===== config.mk =====
export PLATFORM = sky130hd
export DESIGN_NAME = gbn_sender_ack_tracker_flat
export DESIGN_NICKNAME = d
export VERILOG_FILES = /design/src/rtl/gbn_pkg.sv /design/src/rtl/gbn_if.sv /design/src/rtl/gbn_cfg_regs.sv /design/src/rtl/gbn_core.sv /design/src/rtl/gbn_sender_ack_tracker.sv /design/src/flat_wrapper.sv
export SDC_FILE = /design/constraint.sdc
export NUM_CORES = 1
export LEC_CHECK = 0
export BUFFER_PORTS_ARGS = -buffer_cell sky130_fd_sc_hd__buf_2
export CORE_MARGIN = 10
export CORE_UTILIZATION = 46
export DETAILED_ROUTE_END_ITERATION = 10
export MAX_ROUTING_LAYER = met4
export PLACE_DENSITY = 0.71
export SLEW_MARGIN = 15
export SYNTH_ARGS = -nofsm -noshare
export SYNTH_HDL_FRONTEND = slang
export SYNTH_SLANG_ARGS = --single-unit

===== constraint.sdc =====
create_clock -name clk -period 8.8 [get_ports clk]
set_input_delay 1.76 -clock clk [delete_from_list [all_inputs] [get_ports clk]]
set_output_delay 1.76 -clock clk [all_outputs]
set_load 0.005 [all_outputs]

===== src/rtl/gbn_pkg.sv =====
package gbn_pkg;

  localparam int unsigned MAX_PACKETS = 1024;

  localparam int unsigned BASE_W   = 11;
  localparam int unsigned COUNT_W  = 8;
  localparam int unsigned ACK_W    = 16;
  localparam int unsigned ACTION_W = 3;

  localparam int unsigned CFG_INDEX_W = 3;
  localparam int unsigned CFG_DATA_W  = 11;

  localparam logic [CFG_INDEX_W-1:0] REG_TOTAL_PACKETS = 3'd0;
  localparam logic [CFG_INDEX_W-1:0] REG_MAX_TIMEOUTS  = 3'd1;
  localparam logic [CFG_INDEX_W-1:0] REG_SLOW_WINDOW   = 3'd2;
  localparam logic [CFG_INDEX_W-1:0] REG_MEDIUM_WINDOW = 3'd3;
  localparam logic [CFG_INDEX_W-1:0] REG_FAST_WINDOW   = 3'd4;

  localparam logic [ACTION_W-1:0] ACT_START    = 3'd0;
  localparam logic [ACTION_W-1:0] ACT_DATA_ACK = 3'd1;
  localparam logic [ACTION_W-1:0] ACT_CONN_ACK = 3'd2;
  localparam logic [ACTION_W-1:0] ACT_TIMEOUT  = 3'd3;
  localparam logic [ACTION_W-1:0] ACT_OTHER    = 3'd4;

  localparam logic [BASE_W-1:0]  BASE_MAX  = 11'd2047;
  localparam logic [BASE_W-1:0]  BASE_INIT = 11'd1;
  localparam logic [COUNT_W-1:0] COUNT_MAX = 8'd255;

  typedef enum logic [1:0] {
    MODE_SLOW   = 2'd0,
    MODE_MEDIUM = 2'd1,
    MODE_FAST   = 2'd2
  } mode_t;

  typedef struct packed {
    logic [BASE_W-1:0]  total_packets;
    logic [COUNT_W-1:0] max_timeouts;
    logic [BASE_W-1:0]  slow_window;
    logic [BASE_W-1:0]  medium_window;
    logic [BASE_W-1:0]  fast_window;
  } cfg_t;

  typedef struct packed {
    logic [ACTION_W-1:0] action;
    logic                checksum_ok;
    logic [ACK_W-1:0]    ack_number;
  } req_t;

  typedef struct packed {
    logic [BASE_W-1:0] send_number;
    logic              done_res;
    logic              failed;
    logic [BASE_W-1:0] cur_window;
    logic              duplicate_ack;
  } res_t;

endpackage


===== src/rtl/gbn_if.sv =====
interface gbn_in_if;
  logic        valid;
  logic        ready;
  logic [2:0]  action;
  logic        checksum_ok;
  logic [15:0] ack_number;

  modport source (output valid, output action, output checksum_ok, output ack_number,
                  input ready);
  modport sink   (input valid, input action, input checksum_ok, input ack_number,
                  output ready);
endinterface

interface gbn_out_if;
  logic        valid;
  logic        ready;
  logic [10:0] send_number;
  logic        done_res;
  logic        failed;
  logic [10:0] cur_window;
  logic        duplicate_ack;

  modport source (output valid, output send_number, output done_res, output failed,
                  output cur_window, output duplicate_ack, input ready);
  modport sink   (input valid, input send_number, input done_res, input failed,
                  input cur_window, input duplicate_ack, output ready);
endinterface


===== src/rtl/gbn_cfg_regs.sv =====
module gbn_cfg_regs (
  input  logic                           clk,
  input  logic                           rst_n,
  input  logic                           cfg_we,
  input  logic [gbn_pkg::CFG_INDEX_W-1:0] cfg_index,
  input  logic [gbn_pkg::CFG_DATA_W-1:0]  cfg_wdata,
  output gbn_pkg::cfg_t                  cfg
);
  import gbn_pkg::*;

  cfg_t cfg_r;

  always_ff @(posedge clk) begin
    if (!rst_n) begin
      cfg_r.total_packets <= 11'd0;
      cfg_r.max_timeouts  <= 8'd5;
      cfg_r.slow_window   <= 11'd1;
      cfg_r.medium_window <= 11'd4;
      cfg_r.fast_window   <= 11'd8;
    end else if (cfg_we) begin
      case (cfg_index)
        REG_TOTAL_PACKETS: cfg_r.total_packets <= cfg_wdata;
        REG_MAX_TIMEOUTS:  cfg_r.max_timeouts  <= cfg_wdata[COUNT_W-1:0];
        REG_SLOW_WINDOW:   cfg_r.slow_window   <= cfg_wdata;
        REG_MEDIUM_WINDOW: cfg_r.medium_window <= cfg_wdata;
        REG_FAST_WINDOW:   cfg_r.fast_window   <= cfg_wdata;
        default: ;
      endcase
    end
  end

  assign cfg = cfg_r;

endmodule


===== src/rtl/gbn_core.sv =====
module gbn_core (
  input  logic          clk,
  input  logic          rst_n,
  input  gbn_pkg::cfg_t cfg,
  input  logic          fire,
  input  gbn_pkg::req_t req,
  output gbn_pkg::res_t res
);
  import gbn_pkg::*;

  logic [BASE_W-1:0]  base_r, base_nxt;
  mode_t              mode_r, mode_nxt;
  logic [COUNT_W-1:0] count_r, count_nxt;

  logic [ACK_W-1:0]   base_ext;
  logic [ACK_W-1:0]   ack_diff;
  logic               ack_ahead;
  logic               ack_in_reach;
  logic               dup;
  logic               done;
  logic               fail;
  logic [BASE_W-1:0]  size;

  assign base_ext     = {{(ACK_W-BASE_W){1'b0}}, base_r};
  assign ack_diff     = req.ack_number - base_ext;
  assign ack_ahead    = req.ack_number > base_ext;
  assign ack_in_reach = ack_diff <= {{(ACK_W-BASE_W){1'b0}}, cfg.fast_window};

  always_comb begin
    base_nxt  = base_r;
    mode_nxt  = mode_r;
    count_nxt = count_r;
    dup       = 1'b0;
    case (req.action)
      ACT_START: base_nxt = BASE_INIT;
      ACT_DATA_ACK: begin
        if (req.checksum_ok) begin
          count_nxt = '0;
          if (req.ack_number == base_ext) begin
            dup      = 1'b1;
            mode_nxt = MODE_SLOW;
          end else begin
            if (ack_ahead && ack_in_reach) begin
              base_nxt = (req.ack_number > {{(ACK_W-BASE_W){1'b0}}, BASE_MAX}) ?
                         BASE_MAX : req.ack_number[BASE_W-1:0];
            end
            case (mode_r)
              MODE_SLOW:   mode_nxt = MODE_MEDIUM;
              MODE_MEDIUM: mode_nxt = MODE_FAST;
              default:     mode_nxt = mode_r;
            endcase
          end
        end
      end
      ACT_CONN_ACK: begin
        if (req.checksum_ok) count_nxt = '0;
      end
      ACT_TIMEOUT: begin
        mode_nxt = MODE_SLOW;
        if (count_r != COUNT_MAX) count_nxt = count_r + 8'd1;
      end
      default: ;
    endcase
  end

  always_comb begin
    case (mode_nxt)
      MODE_SLOW:   size = cfg.slow_window;
      MODE_MEDIUM: size = cfg.medium_window;
      default:     size = cfg.fast_window;
    endcase
  end

  assign done = base_nxt > cfg.total_packets;
  assign fail = !done && (count_nxt >= cfg.max_timeouts);

  always_comb begin
    res.send_number   = '0;
    if (!done && !fail && ({{(ACK_W-BASE_W){1'b0}}, base_nxt} <= ACK_W'(MAX_PACKETS))) begin
      res.send_number = base_nxt;
    end
    res.done_res      = done;
    res.failed        = fail;
    res.cur_window    = size;
    res.duplicate_ack = dup;
  end

  always_ff @(posedge clk) begin
    if (!rst_n) begin
      base_r  <= BASE_INIT;
      mode_r  <= MODE_SLOW;
      count_r <= '0;
    end else if (fire) begin
      base_r  <= base_nxt;
      mode_r  <= mode_nxt;
      count_r <= count_nxt;
    end
  end

  a_done_excludes_fail: assert property (@(posedge clk) disable iff (!rst_n)
    !(res.done_res && res.failed))
    else $error("done and failed reported together");

  a_start_resets_base: assert property (@(posedge clk) disable iff (!rst_n)
    fire && req.action == ACT_START |=> base_r == BASE_INIT)
    else $error("start request did not reset window base");

  a_timeout_slows: assert property (@(posedge clk) disable iff (!rst_n)
    fire && req.action == ACT_TIMEOUT |=> mode_r == MODE_SLOW)
    else $error("timeout did not drop to slow mode");

  a_dup_source: assert property (@(posedge clk) disable iff (!rst_n)
    res.duplicate_ack |-> req.action == ACT_DATA_ACK && req.checksum_ok)
    else $error("duplicate flagged on a non data ack");

  a_idle_holds_state: assert property (@(posedge clk) disable iff (!rst_n)
    !fire |=> $stable(base_r) && $stable(count_r))
    else $error("state changed without a request");

endmodule


===== src/rtl/gbn_sender_ack_tracker.sv =====
// A request accepted on in_ch waits in the input register, then its result drives out_ch from
// the result register. Throughput: one request per cycle while out_ch is not stalled; the window
// base, mode and timeout count update as a request moves from the input to the result register.
// Reset: rst_n is synchronous, active low; it empties both pipeline registers,
// sets window base to 1, slow mode, timeout count 0 and the register defaults.
module gbn_sender_ack_tracker (
  input  logic                            clk,
  input  logic                            rst_n,
  gbn_in_if.sink                          in_ch,
  gbn_out_if.source                       out_ch,
  input  logic                            cfg_we,
  input  logic [gbn_pkg::CFG_INDEX_W-1:0] cfg_index,
  input  logic [gbn_pkg::CFG_DATA_W-1:0]  cfg_wdata
);
  import gbn_pkg::*;

  cfg_t cfg;
  req_t req_r;
  logic req_valid_r;
  res_t res_nxt;
  res_t res_r;
  logic res_valid_r;
  logic out_free;
  logic fire;

  assign out_free    = !res_valid_r || out_ch.ready;
  assign fire        = req_valid_r && out_free;
  assign in_ch.ready = !req_valid_r || out_free;

  gbn_cfg_regs u_cfg (
    .clk       (clk),
    .rst_n     (rst_n),
    .cfg_we    (cfg_we),
    .cfg_index (cfg_index),
    .cfg_wdata (cfg_wdata),
    .cfg       (cfg)
  );

  gbn_core u_core (
    .clk   (clk),
    .rst_n (rst_n),
    .cfg   (cfg),
    .fire  (fire),
    .req   (req_r),
    .res   (res_nxt)
  );

  // hold the request until the core takes it
  always_ff @(posedge clk) begin
    if (!rst_n) begin
      req_valid_r <= 1'b0;
    end else if (in_ch.ready) begin
      req_valid_r <= in_ch.valid;
    end
  end

  always_ff @(posedge clk) begin
    if (in_ch.ready && in_ch.valid) begin
      req_r.action      <= in_ch.action;
      req_r.checksum_ok <= in_ch.checksum_ok;
      req_r.ack_number  <= in_ch.ack_number;
    end
  end

  always_ff @(posedge clk) begin
    if (!rst_n) begin
      res_valid_r <= 1'b0;
    end else if (out_free) begin
      res_valid_r <= req_valid_r;
    end
  end

  always_ff @(posedge clk) begin
    if (fire) res_r <= res_nxt;
  end

  assign out_ch.valid         = res_valid_r;
  assign out_ch.send_number   = res_r.send_number;
  assign out_ch.done_res      = res_r.done_res;
  assign out_ch.failed        = res_r.failed;
  assign out_ch.cur_window    = res_r.cur_window;
  assign out_ch.duplicate_ack = res_r.duplicate_ack;

endmodule


===== src/flat_wrapper.sv =====
// flat-port wrapper written by rule: the top's interface ports become plain ports
module gbn_sender_ack_tracker_flat import gbn_pkg::*;
  (clk, rst_n, cfg_we, cfg_index, cfg_wdata, in_ch_valid, in_ch_action, in_ch_checksum_ok, in_ch_ack_number, in_ch_ready, out_ch_valid, out_ch_send_number, out_ch_done_res, out_ch_failed, out_ch_cur_window, out_ch_duplicate_ack, out_ch_ready);
  gbn_in_if in_ch_i ();
  gbn_out_if out_ch_i ();
  input  logic clk;
  input  logic rst_n;
  input  logic cfg_we;
  input  logic [gbn_pkg::CFG_INDEX_W-1:0] cfg_index;
  input  logic [gbn_pkg::CFG_DATA_W-1:0] cfg_wdata;
  input wire logic [$bits(in_ch_i.valid)-1:0] in_ch_valid;
  input wire logic [$bits(in_ch_i.action)-1:0] in_ch_action;
  input wire logic [$bits(in_ch_i.checksum_ok)-1:0] in_ch_checksum_ok;
  input wire logic [$bits(in_ch_i.ack_number)-1:0] in_ch_ack_number;
  output wire logic [$bits(in_ch_i.ready)-1:0] in_ch_ready;
  output wire logic [$bits(out_ch_i.valid)-1:0] out_ch_valid;
  output wire logic [$bits(out_ch_i.send_number)-1:0] out_ch_send_number;
  output wire logic [$bits(out_ch_i.done_res)-1:0] out_ch_done_res;
  output wire logic [$bits(out_ch_i.failed)-1:0] out_ch_failed;
  output wire logic [$bits(out_ch_i.cur_window)-1:0] out_ch_cur_window;
  output wire logic [$bits(out_ch_i.duplicate_ack)-1:0] out_ch_duplicate_ack;
  input wire logic [$bits(out_ch_i.ready)-1:0] out_ch_ready;
  assign in_ch_i.valid = in_ch_valid;
  assign in_ch_i.action = in_ch_action;
  assign in_ch_i.checksum_ok = in_ch_checksum_ok;
  assign in_ch_i.ack_number = in_ch_ack_number;
  assign in_ch_ready = in_ch_i.ready;
  assign out_ch_valid = out_ch_i.valid;
  assign out_ch_send_number = out_ch_i.send_number;
  assign out_ch_done_res = out_ch_i.done_res;
  assign out_ch_failed = out_ch_i.failed;
  assign out_ch_cur_window = out_ch_i.cur_window;
  assign out_ch_duplicate_ack = out_ch_i.duplicate_ack;
  assign out_ch_i.ready = out_ch_ready;
  gbn_sender_ack_tracker u_core (.clk(clk), .rst_n(rst_n), .in_ch(in_ch_i), .out_ch(out_ch_i), .cfg_we(cfg_we), .cfg_index(cfg_index), .cfg_wdata(cfg_wdata));
endmodule

; Word-level counts from Yosys, hierarchy flattened
; Cells that the tools add are included.
[op_classes]
order_cmp = 6
muxes = 14
reduce_logical = 23
n_eq_ne = 11
n_addsub = 2
[op_table]
columns = op, n
row1 = 11-bit two-way mux, 4
row2 = 11-bit one-hot mux with 2 select lines, 2
row3 = 16-bit by 11-bit equality test with 1-bit output, 1
row4 = 16-bit by 11-bit greater-than comparator with 1-bit output, 1
row5 = 16-bit by 11-bit greater-than comparator with 1-bit output (second input constant), 1
row6 = 16-bit by 11-bit <= comparator with 1-bit output, 1
row7 = 8-bit two-way mux, 2
row8 = 8-bit one-hot mux with 2 select lines, 1
row9 = 16-bit by 11-bit subtractor with 16-bit output, 1
row10 = 3-bit by 2-bit equality test with 1-bit output (second input constant), 4
row11 = 2-bit AND reduction, 6
row12 = 11-bit greater-than comparator, 1
row13 = 11-bit <= comparator (second input constant), 1
row14 = 8-bit by 1-bit adder with 8-bit output (second input constant), 1
row15 = 8-bit >= comparator, 1
row16 = 8-bit != test (second input constant), 1
row17 = 2-bit one-hot mux with 2 select lines, 2
row18 = 3-bit by 1-bit equality test with 1-bit output (second input constant), 2
row19 = 1-bit logical AND, 6
row20 = 3-bit logical NOT, 2
row21 = 2-bit by 1-bit equality test with 1-bit output (second input constant), 2
row22 = 1-bit logical NOT, 4
row23 = 2-bit logical NOT, 2
row24 = 2-bit two-way mux, 2
row25 = 4 further kinds, 5
[word_totals]
register_bits = 120
in_bits = 39
output_inout_bits = 27
elab_cells = 74

; Logic depth before layout (Yosys ltp)
; Gate-level depths: netlist (run 1).
[depth]
depth_word = 13
ltp_mapped = 30
depth_no_buf = 27

; By module
; Synthesis (run 1) repeated with hierarchy kept, for this count alone.
[hier_totals]
cells_unflattened = 672
hier_area_um2 = 6419.9
[by_module_without_submodules]
columns = module, cells_each, n_inst, seq_area_each_um2, area_each_um2
row1 = gbn_core, 431, 1, 420.4, 3021.6
row2 = gbn_cfg_regs, 187, 1, 1041.0, 1943.1
row3 = gbn_sender_ack_tracker, 54, 1, 1391.3, 1455.1

; Least setup slack after synthesis (run 1)
; OpenSTA, ideal clock, no wires.
[synth_path]
kind = register -> register
from = reg u_core.req_r[0] in the netlist's numbering
to = reg u_core.res_r (netlist bit u_core.out_ch.send_number[10]), data pin
slack_ns = 3.023
stages_incl_launch_ff = 25
n_path_buf = 0
setup_ns = 0.150
arrival_time_ns = 5.627
period_less_slack_ns = 5.777
path_cell_list = edfxtp_1 > inv_1 > ha_1 > inv_1 > fa_1 > a21o_1 > a31o_2 > a21oi_1 > xnor2_1 > ha_1 > a21oi_1 > a21oi_1 > a2111oi_0 > a21oi_1 > nor4_4 > a31oi_1 > nand2_1 > o21ai_0 > ha_1 > a21o_1 > a2111oi_0 > a21oi_1 > or2_2 > or4b_1 > nor3_2
[synth_rtl]
columns = element, line
row1 = start: declaration, gbn_sender_ack_tracker.sv:18  ; req_t req_r;
row2 = end signal: assignment, gbn_sender_ack_tracker.sv:74  ; if (fire) res_r <= res_nxt;
row3 = end: declaration, gbn_sender_ack_tracker.sv:21  ; res_t res_r;

==> impl_results.md, run 1 <==
- Status: finished, final reports clean
- Latest clock arrival within the worst-skew pair: 0.43 ns
- Core area: 13800 µm²
- Critical Path End Type: flip-flop
- Unrepaired setup endpoints after global routing: no
- CP max FO: 8
- First-pass iteration count of the detailed router: 6
- Async set-reset flop share out of synthesis: 0%
- Commonest non-fill, non-tap cell in the layout: nand2_1
- Inserted Diodes: 0
- Worst Tran Pin Value: 0.904 ns
- Syn_area_per_cell: 8.50 µm²
- Slowest cell on crit path: or4b_1
- FF+latch area: 2850 µm²
- Multi-input gate area: 3250 µm²
- IO Count: 66
- Register area share after synthesis: 44.6%
- Finish-stage setup viols: 0
- Area Growth Syn to Fin: 16.9%
- Row count: 43
- Post-Synthesis Net Count: 836
- Commonest cells after routing, fill and taps aside: 156 x nand2_1, 91 x a21oi_1, 75 x dfxtp_1
- FILL cells: 1292
- Crit path kind: flip-flop to flip-flop
- Number of port buffers: 65
- Max-cap viol count: 0
- # hold bufs at CTS: 0
- Final worst path period need: 6.54 ns
- Final WL: 17000 µm
- TritonCTS buffer count: 17
- Clk_skew: 0.0102 ns
- Post-route DRC violation count: 0
- Synth Instances: 753
- Placer Congestion: 0.958
- Largest net degree at the start of global routing: 62
- Share of cells above drive strength 1: 14.5%
- Synth warn: 0
- Initial antenna violation count: 0
- Nets: 892
- Post-DP HPWL: 12200 µm
- Post-synthesis cell area: 6400 µm²
- Width of the die: 138 µm
- Maximum clock rate: 153 MHz
- Vias in the first global route: 5409
- CTS Sinks: 120
- Remaining antenna violation count: 0
- Resized cells post-CTS: 0
- Vias after detailed routing: 5616
- Gr usage total: 19.0%
- HP Class: flip-flop to flip-flop
- Critical path's largest stage delay: 0.53 ns
- Routed WL per cell: 17.0 µm
- Cell total after placement: 970
- Fin cells: 1002
- CP Data Arrival Time: 6.82 ns
- Startpoint class of the critical path: flip-flop
- Die Area: 19000 µm²
- Most used DFF post-synth: dfxtp_1
- Hold Fails Final Rpt: 0
- Worst path required time: 9.08 ns
- Post-synth EDFFs: 45
- Yosys cell types: 60
- Starting utilization of the core area: 46.5%
- Final worst-path cycle share: 74.3%
- Clk root buf: clkbuf_16
- Setup Fix Bufs, Post-CTS: 0
- Detailed-route vias per instance: 5.60
- PD cells: 209 nW/µm²
- Total negative slack: 0 ns
- Leakage Power: 2.82 nW
- Slew Limit Fails: 0
- Max H-tree Level: 4
- Detailed Route Iter0 Violations: 634
- Die height: 138 µm
- VDD IR max: 0.168 mV
- GRT overflow: 0
- Relative slew slack: 39.7%
- Crit-path cells: ha_1 > a21o_1 > nand2b_1 > o211a_1 > o21a_1 > nor2_1 > xnor2_1 > ha_1 > nand3_1 > a21oi_1 > a2111oi_0 > a21oi_1 > nor4_4 > a31oi_1 > nand2_1 > o21ai_0 > ha_1 > a21o_1 > a2111oi_0 > a21oi_1 > or2_2 > or4b_1 > nor3_2
- Global-route wire length before repair: 27400 µm
- Synthesized flop and latch total: 120
- Reg clk slew, reported paths: 0.06 ns
- CTS max path bufs: 2
- CTS tree: built
==> cell type report <==
cell class | count | share of cell area, %
Clock inverter | 14 | 2.29
Inverter | 48 | 2.41
Tap cell | 180 | 3.01
Sequential cell | 120 | 38.1
Timing Repair Buffer | 70 | 4.85
Multi-Input combinational cell | 552 | 43.4
Clock buffer | 18 | 5.87
==> kinds of logic after synthesis <==
kind of cell | Yosys count | share of synthesized area [%]
flip-flops | 120 | 44.6
multiplexers | 12 | 1.88
adder cells (fa/ha/maj) | 44 | 8.72
buffers and inverters | 81 | 4.85
AND/OR/NAND/NOR | 303 | 21.4
XOR/XNOR | 9 | 1.23
AO/OA/AOI/OAI | 184 | 17.3
==> Yosys cell counts, drive strengths merged (2+ instances only) <==
cell type  instances  area, µm²
nand2            156        586
a21oi             91        455
dfxtp             75       1500
nor2              58        218
inv               48        180
edfxtp            45       1350
ha                43        538
o21ai             29        145
clkbuf            25       93.8
nand3             16       85.1
mux2i             12        120
nor3              12       65.1
nor2b             11       68.8
nand4             10       62.6
a211oi             9       67.6
or2                9       56.3
and3               8       50.1
buf                8       36.3
o211ai             8       60.1
xnor2              8       70.1
a21o               7       52.6
nand2b             7       43.8
o31ai              7       52.6
o21a               6       45.0
nor4               5       52.6
a2111oi            4       35.0
a31oi              4       25.0
and2               4       25.0
o221ai             3       26.3
or3                2       17.5
or4                2       15.0
==> per-layer routing <==
layer  part of all wire, %  track usage (%)  wire length [µm]  up-vias
met3                   6.4             4.09              1080       32
met4                   2.4             6.89               408        0
met2                    47             29.3              7950      199
met5                     0                -                 0        -
li1                      -                -                 -     2743
met1                    45             24.1              7590     2642
==> registers in the layout (all words and copies together) (netlist names) <==
name / count
u_core.out_ch.cur_window: 11
u_core.out_ch.done_res: 1
u_core.out_ch.duplicate_ack: 1
u_core.out_ch.failed: 1
u_core.out_ch.send_number: 11
u_core.out_ch.valid: 1
u_core.req_r: 20
u_core.req_valid_r: 1
u_core.u_cfg.cfg: 52
u_core.u_core.base_r: 11
u_core.u_core.count_r: 8
u_core.u_core.mode_r: 2
==> where the power goes <==
part           switching, mW  internal (mW)
combinational          0.134         0.0877
sequential            0.0169          0.603
clock                  0.269          0.454
total                  0.420           1.14
==> path summary, 6_finish.rpt <==
kind                                      startpoint                       endpoint  slack [ns]  cells past startpoint
worst max register to register       u_core.req_r[4]  u_core.out_ch.send_number[10]        2.26                     23
worst min register to register  u_core.u_cfg.cfg[21]           u_core.u_cfg.cfg[21]        0.45                      2
worst max-delay path                 u_core.req_r[4]  u_core.out_ch.send_number[10]        2.26                     23
worst min-delay path            u_core.u_cfg.cfg[21]           u_core.u_cfg.cfg[21]        0.45                      2
==> critical path: cells and delay by family (launching register included) <==
family / cells / cell delay, ns
compound gates: 11 / 2.71
simple gates: 8 / 2.10
fa+ha+maj: 3 / 1.00
flops: 1 / 0.43
xor+xnor: 1 / 0.14
==> through the flow <==
step                      power [mW]  hold slack, ns  area [µm²]  worst slack [ns]  util [%]
after floorplan                0.783           0.436        6400              3.02         -
after global placement         0.848           0.443        6870              2.55      49.9
after detailed placement       0.850           0.446        6870              2.35      49.9
after CTS                       1.57           0.454        7480              2.32      54.3
after global routing            1.63           0.474        7480              1.74      54.3
final                           1.56           0.453        7480              2.26      54.3
(Power assumes the default switching activity.)
==> run 2, diff against run 1 <==
==> constraint.sdc (replaced) <==
create_clock -name clk -period 6.02 [get_ports clk]
set_input_delay 1.204 -clock clk [delete_from_list [all_inputs] [get_ports clk]]
set_output_delay 1.204 -clock clk [all_outputs]
set_load 0.005 [all_outputs]
==> run 2 against run 1 <==
Against the previous run: worst setup slack worse by 2.1 ns; final area increased by 2.1%; combinational power grew 62%; sequential power increased by 46%; utilization up 1.2 points; clock skew increased by 0.0011 ns; first-iteration DRC count down 12%; via count rose by 1.7%; cell count rose by 2.1%; critical endpoint unchanged.
==> impl_results.md, run 2 (synthesis gave the netlist of run 1 again) <==
- Width of the die: 138 µm (unchanged)
- Fin area: 7640 µm² (was 7480 µm²)
- Critical path's largest stage delay: 0.54 ns (was 0.53 ns)
- Share of cells above drive strength 1: 17.7% (was 14.5%)
- Post-route DRC violation count: 0 (unchanged)
- Clk_skew: 0.0113 ns (was 0.0102 ns)
- Final worst-path cycle share: 96.5% (was 74.3%)
- Leakage Power: 2.91 nW (was 2.82 nW)
- Row count: 43 (unchanged)
- Status: finished, final reports clean (unchanged)
- Vias after detailed routing: 5709 (was 5616)
- Inserted Diodes: 0 (unchanged)
- Nets: 913 (was 892)
- Slowest cell on crit path: or4b_1 (unchanged)
- Latest clock arrival within the worst-skew pair: 0.42 ns (was 0.43 ns)
- Fin util: 55.5% (was 54.3%)
- CTS max path bufs: 2 (unchanged)
- Largest register FFs: 52 (unchanged)
- Sw Pwr: 0.619 mW (was 0.420 mW)
- Relative slew slack: 41.8% (was 39.7%)
- CP Data Arrival Time: 6.08 ns (was 6.82 ns)
- Placer Congestion: 0.927 (was 0.958)
- Max H-tree Level: 4 (unchanged)
- HP Class: flip-flop to flip-flop (unchanged)
- First-pass iteration count of the detailed router: 5 (was 6)
- CTS tree: built (unchanged)
- # hold bufs at CTS: 0 (unchanged)
- Crit path top cell by count: buf_4
- Internal Pwr Total: 1.64 mW (was 1.14 mW)
- Remaining antenna violation count: 0 (unchanged)
- TritonCTS buffer count: 17 (unchanged)
- WHS Path Cells: 2 (unchanged)
- Final WL: 17100 µm (was 17000 µm)
- Seq pwr share: 40.2% (was 39.6%)
- Vias in the first global route: 5347 (was 5409)
- Hold Slack: 0.454 ns (was 0.453 ns)
- Gr usage total: 18.7% (was 19.0%)
- Reg clk slew, reported paths: 0.06 ns (about the same)
- GRT overflow: 0 (unchanged)
- Detailed Route Iter0 Violations: 558 (was 634)
- Die height: 138 µm (unchanged)
- Number of port buffers: 65 (unchanged)
- IO Count: 66 (unchanged)
- Worst Tran Pin Value: 0.873 ns (was 0.904 ns)
- Finish-stage setup viols: 0 (unchanged)
- Worst path required time: 6.28 ns (was 9.08 ns)
- Fin cells: 1023 (was 1002)
- Fraction of power consumed by the clock network: 43.8% (was 46.2%)
- Core area: 13800 µm² (unchanged)
- Global-route wire length before repair: 26900 µm (was 27400 µm)
- Final worst path period need: 5.81 ns (was 6.54 ns)
- Reg2reg setup slack: 0.21 ns (was 2.26 ns)
- FILL cells: 1300 (was 1292)
- Commonest cells after routing, fill and taps aside: 156 x nand2_1, 85 x a21oi_1, 75 x dfxtp_1 (was 156 x nand2_1, 91 x a21oi_1, 75 x dfxtp_1)
- Comb pwr share: 16.0% (was 14.2%)
- Worst R2R Path Depth: 29 (was 23)
- Critical Path End Type: flip-flop (unchanged)
- CP max FO: 5 (was 8)
- Largest net degree at the start of global routing: 64 (was 62)
- Cell total after placement: 989 (was 970)
- CTS Sinks: 120 (unchanged)
- Commonest non-fill, non-tap cell in the layout: nand2_1 (unchanged)
- Hold Fails Final Rpt: 0 (unchanged)
- Startpoint class of the critical path: flip-flop (unchanged)
- Clk root buf: clkbuf_16 (unchanged)
- Switch share: 27.5% (was 26.9%)
- Initial antenna violation count: 0 (unchanged)
- Max-cap viol count: 0 (unchanged)
- Starting utilization of the core area: 46.5% (unchanged)
- VDD IR max: 0.302 mV (was 0.168 mV)
- Routed WL per cell: 16.8 µm (was 17.0 µm)
- PD cells: 295 nW/µm² (was 209 nW/µm²)
- Detailed-route vias per instance: 5.58 (was 5.60)
- Placed cell area: 7010 µm² (was 6870 µm²)
- Area Growth Syn to Fin: 19.3% (was 16.9%)
- Maximum clock rate: 172 MHz (was 153 MHz)
- Crit path kind: flip-flop to flip-flop (unchanged)
- Slew Limit Fails: 0 (unchanged)
- Post-DP HPWL: 12200 µm (about the same)
- Die Area: 19000 µm² (unchanged)
-- run 2: path summary, 6_finish.rpt --
check | to | startpoint
setup / recovery | u_core.out_ch.send_number[10] | u_core.u_core.base_r[4]
hold / removal | u_core.u_cfg.cfg[23] | u_core.u_cfg.cfg[23]
setup reg to reg | u_core.out_ch.send_number[10] | u_core.u_core.base_r[4]
hold reg to reg | u_core.u_cfg.cfg[23] | u_core.u_cfg.cfg[23]
-- run 2: per-stage QoR --
stage                     setup slack [ns]  power, mW  TNS, ns
final                                0.210       2.25        0
after global routing               -0.0378       2.35  -0.0378
after CTS                           0.0103       2.25        0
after detailed placement           0.00384       1.26        0
after global placement               0.140       1.26        0
after floorplan                      0.243       1.14        0
-- run 2: worst max-delay path: cells and delay by family, from the launching register on --
family / cells / cell delay (ns)
and+or+nand+nor: 9 / 1.90
DFF: 1 / 0.32
xor gates and xnor gates: 1 / 0.09
AOI/OAI and AO/OA: 11 / 1.69
buffers and inverters: 5 / 0.72
adders and majority gates: 3 / 0.96
-- run 2: cell type report --
class / instances / area [µm²] / share of cell area [%]
Multi-Input combinational cell: 552 / 3280 / 42.9
Sequential cell: 120 / 2850 / 37.4
Timing Repair Buffer: 91 / 520 / 6.82
Clock buffer: 20 / 467 / 6.11
Tap cell: 180 / 225 / 2.95
Inverter: 48 / 180 / 2.36
Clock inverter: 12 / 113 / 1.47
-- run 2: power groups by stage --
stage,sequential (mW),combinational (mW),clock [mW]
floorplan,0.914,0.230,0
global placement,0.922,0.340,0
detailed placement,0.922,0.340,0
CTS,0.906,0.344,1.00
global route,0.909,0.402,1.04
finish,0.906,0.360,0.988
-- run 2: layer usage --
metal | up-vias | part of all wire [%] | wire length, µm | GRT usage [%]
li1 | 2787 | - | - | -
met1 | 2698 | 45 | 7690 | 23.8
met2 | 205 | 47 | 8130 | 29.0
met3 | 19 | 6.6 | 1120 | 4.38
met4 | 0 | 1.1 | 194 | 5.39
met5 | - | 0 | 0 | -
-- run 2: timing repair --
item	in CTS	in global routing
resized for setup	1	9
setup buffers	1	1
endpoints found under the setup margin	1	11
pin swaps	1	5
==> run 3, diff against run 2 <==
--- a/config.mk
+++ b/config.mk
@@ -6,7 +6,8 @@
 export NUM_CORES = 1
 export LEC_CHECK = 0
 export BUFFER_PORTS_ARGS = -buffer_cell sky130_fd_sc_hd__buf_2
-export CORE_MARGIN = 10
+export CAP_MARGIN = 20
+export CORE_MARGIN = 2
 export CORE_UTILIZATION = 46
 export DETAILED_ROUTE_END_ITERATION = 10
 export MAX_ROUTING_LAYER = met4
==> constraint.sdc (replaced) <==
create_clock -name clk -period 5.83 [get_ports clk]
set_input_delay 1.166 -clock clk [delete_from_list [all_inputs] [get_ports clk]]
set_output_delay 1.166 -clock clk [all_outputs]
set_load 0.005 [all_outputs]
==> run 3 against run 2 <==
Against the previous run: non-clock buffer count grew 10; sequential cell count is the same; final area grew 2.5%; critical endpoint unchanged; worst hold slack is essentially flat; utilization grew 1.6 points; sequential share of layout area shrank 0.90 points; first-iteration DRC count shrank 21%; clock power grew 8%; die area shrank 22%; wire length shrank 2.3%; register-to-register slack lost 0.04 ns.
==> impl_results.md, run 3 (synthesis gave the netlist of run 1 again) <==
- Reg clk slew, reported paths: 0.06 ns (about the same)
- Crit path kind: flip-flop to flip-flop (unchanged)
- Post-DP HPWL: 11800 µm (was 12200 µm)
- Detailed-route vias per instance: 5.55 (was 5.58)
- Final worst-path cycle share: 97.1% (was 96.5%)
- Seq pwr share: 38.9% (was 40.2%)
- CTS max path bufs: 2 (unchanged)
- Maximum clock rate: 177 MHz (was 172 MHz)
- Core area: 13700 µm² (was 13800 µm²)
- Leakage Power: 2.98 nW (was 2.91 nW)
- Remaining antenna violation count: 0 (unchanged)
- Vias in the first global route: 5288 (was 5347)
- Total negative slack: 0 ns (unchanged)
- CP Data Arrival Time: 5.93 ns (was 6.08 ns)
- CP top delay family: compound AO/OA/AOI/OAI gates (was simple AND/OR/NAND/NOR gates)
- CTS tree: built (unchanged)
- Inserted Diodes: 0 (unchanged)
- Fin cells: 1033 (was 1023)
- Startpoint class of the critical path: flip-flop (unchanged)
- PD cells: 307 nW/µm² (was 295 nW/µm²)
- Number of port buffers: 65 (unchanged)
- Area Growth Syn to Fin: 22.3% (was 19.3%)
- Max-cap viol count: 0 (unchanged)
- Vias after detailed routing: 5734 (was 5709)
- Row count: 43 (unchanged)
- Gr usage total: 23.8% (was 18.7%)
- Largest net degree at the start of global routing: 62 (was 64)
- WHS Path Cells: 2 (unchanged)
- Die height: 122 µm (was 138 µm)
- Crit path buf inv count: 3 (was 5)
- Width of the die: 122 µm (was 138 µm)
- Critical path's largest stage delay: 0.47 ns (was 0.54 ns)
- Multi-input gate area: 3370 µm² (was 3280 µm²)
- Detailed Route Iter0 Violations: 441 (was 558)
- VDD IR max: 0.295 mV (was 0.302 mV)
- Latest clock arrival within the worst-skew pair: 0.42 ns (about the same)
- Critical Path End Type: flip-flop (unchanged)
- Sw Pwr: 0.644 mW (was 0.619 mW)
- Switch share: 26.8% (was 27.5%)
- Fraction of power consumed by the clock network: 44.3% (was 43.8%)
- CP max FO: 4 (was 5)
- Largest register FFs: 52 (unchanged)
- Post-route DRC violation count: 0 (unchanged)
- CTS Sinks: 120 (unchanged)
- Clk root buf: clkbuf_16 (unchanged)
- GRT overflow: 0 (unchanged)
- Routed WL per cell: 16.2 µm (was 16.8 µm)
- Final worst path period need: 5.66 ns (was 5.81 ns)
- Placed cell area: 7060 µm² (was 7010 µm²)
- Die Area: 14900 µm² (was 19000 µm²)
- Placer Congestion: 0.947 (was 0.927)
- First-pass iteration count of the detailed router: 5 (unchanged)
- Worst path required time: 6.10 ns (was 6.28 ns)
- TritonCTS buffer count: 17 (unchanged)
- Nets: 923 (was 913)
- Cell total after placement: 995 (was 989)
- HP Class: flip-flop to flip-flop (unchanged)
- Global-route wire length before repair: 26200 µm (was 26900 µm)
- Unrepaired setup endpoints after global routing: yes
- Crit path top cell by count: a21oi_2 (was buf_4)
- Worst Tran Pin Value: 0.916 ns (was 0.873 ns)
- Worst flop-to-flop path endpoint: u_core.out_ch.send_number[10] (unchanged)
- Max H-tree Level: 4 (unchanged)
- Internal Pwr Total: 1.76 mW (was 1.64 mW)
- WHS Endpoint: u_core.u_cfg.cfg[11] (was u_core.u_cfg.cfg[23])
- Hold_sp: u_core.u_cfg.cfg[11] (was u_core.u_cfg.cfg[23])
- Final WL: 16700 µm (was 17100 µm)
- Worst R2R Path Depth: 27 (was 29)
- Slew Limit Fails: 0 (unchanged)
- Commonest cells after routing, fill and taps aside: 156 x nand2_1, 83 x a21oi_1, 75 x dfxtp_1 (was 156 x nand2_1, 85 x a21oi_1, 75 x dfxtp_1)
- R2r startpoint: u_core.req_r[0] (was u_core.u_core.base_r[4])
- Status: finished, final reports clean (unchanged)
- Clk_skew: 0.00555 ns (was 0.0113 ns)
- FILL cells: 1239 (was 1300)
- FF+latch area: 2850 µm² (unchanged)
- Hold Fails Final Rpt: 0 (unchanged)
- Slowest cell on crit path: or4b_4 (was or4b_1)
- Share of cells above drive strength 1: 19.7% (was 17.7%)
- IO Count: 66 (unchanged)
- Initial antenna violation count: 0 (unchanged)
- Relative slew slack: 38.9% (was 41.8%)
- CP startpoint: u_core.req_r[0] (was u_core.u_core.base_r[4])
- Comb pwr share: 16.8% (was 16.0%)
- Finish-stage setup viols: 0 (unchanged)
- Fin area: 7830 µm² (was 7640 µm²)
- Commonest non-fill, non-tap cell in the layout: nand2_1 (unchanged)
- Starting utilization of the core area: 46.6% (was 46.5%)
- Reg2reg setup slack: 0.17 ns (was 0.21 ns)
run 3: stage by stage:
step / total power [mW] / hold WS, ns / util [%] / worst slack, ns
after floorplan: 1.18 / 0.436 / - / 0.0534
after global placement: 1.31 / 0.441 / 51.4 / -0.0437
after detailed placement: 1.31 / 0.447 / 51.4 / -0.134
after CTS: 2.38 / 0.455 / 56.0 / 0.00355
after global routing: 2.50 / 0.470 / 57.0 / -0.163
final: 2.40 / 0.454 / 57.0 / 0.170
run 3: what timing repair did:
action	4_1_cts	5_1_grt
gates resized for setup	5	22
hold buffers	0	0
buffers inserted	0	6
setup endpoints to repair	3	11
pin swaps	4	21
run 3: cell type report:
cell class,count,area share [%]
flip-flops and latches,120,36.5
well taps,180,2.88
clock inverters,8,1.04
inverters,48,2.30
repair buffers,101,7.61
multi-input cells,552,43.0
clock buffers,24,6.71
run 3: how the worst max path moves through the flow:
stage                               endpoint  slack (ns)  cells after the start
4_1_cts        u_core.out_ch.send_number[10]       0.004                     26
5_1_grt        u_core.out_ch.send_number[10]       -0.16                     27
3_3_place_gp   u_core.out_ch.send_number[10]       -0.04                     24
3_5_place_dp   u_core.out_ch.send_number[10]       -0.13                     26
2_1_floorplan  u_core.out_ch.send_number[10]        0.05                     24
6_report       u_core.out_ch.send_number[10]        0.17                     27
run 3: per-layer routing:
layer | global-route usage (%) | share of wire (%) | up-vias
met4 | 6.82 | 1.3 | 0
met1 | 30.2 | 45 | 2703
met2 | 37.4 | 47 | 187
met5 | - | 0 | -
li1 | - | - | 2814
met3 | 6.37 | 6.9 | 30
run 3: tightest hold or removal path, delay by kind of cell (launching register included):
family / cells / cell delay, ns
compound gates: 1 / 0.05
flops: 1 / 0.30
simple gates: 1 / 0.05
run 3: power by group through the flow:
stage / Clock, mW / Combinational [mW] / Sequential, mW
floorplan: 0 / 0.238 / 0.944
global placement: 0 / 0.355 / 0.951
detailed placement: 0 / 0.358 / 0.951
CTS: 1.08 / 0.367 / 0.934
global route: 1.11 / 0.447 / 0.938
finish: 1.07 / 0.405 / 0.935
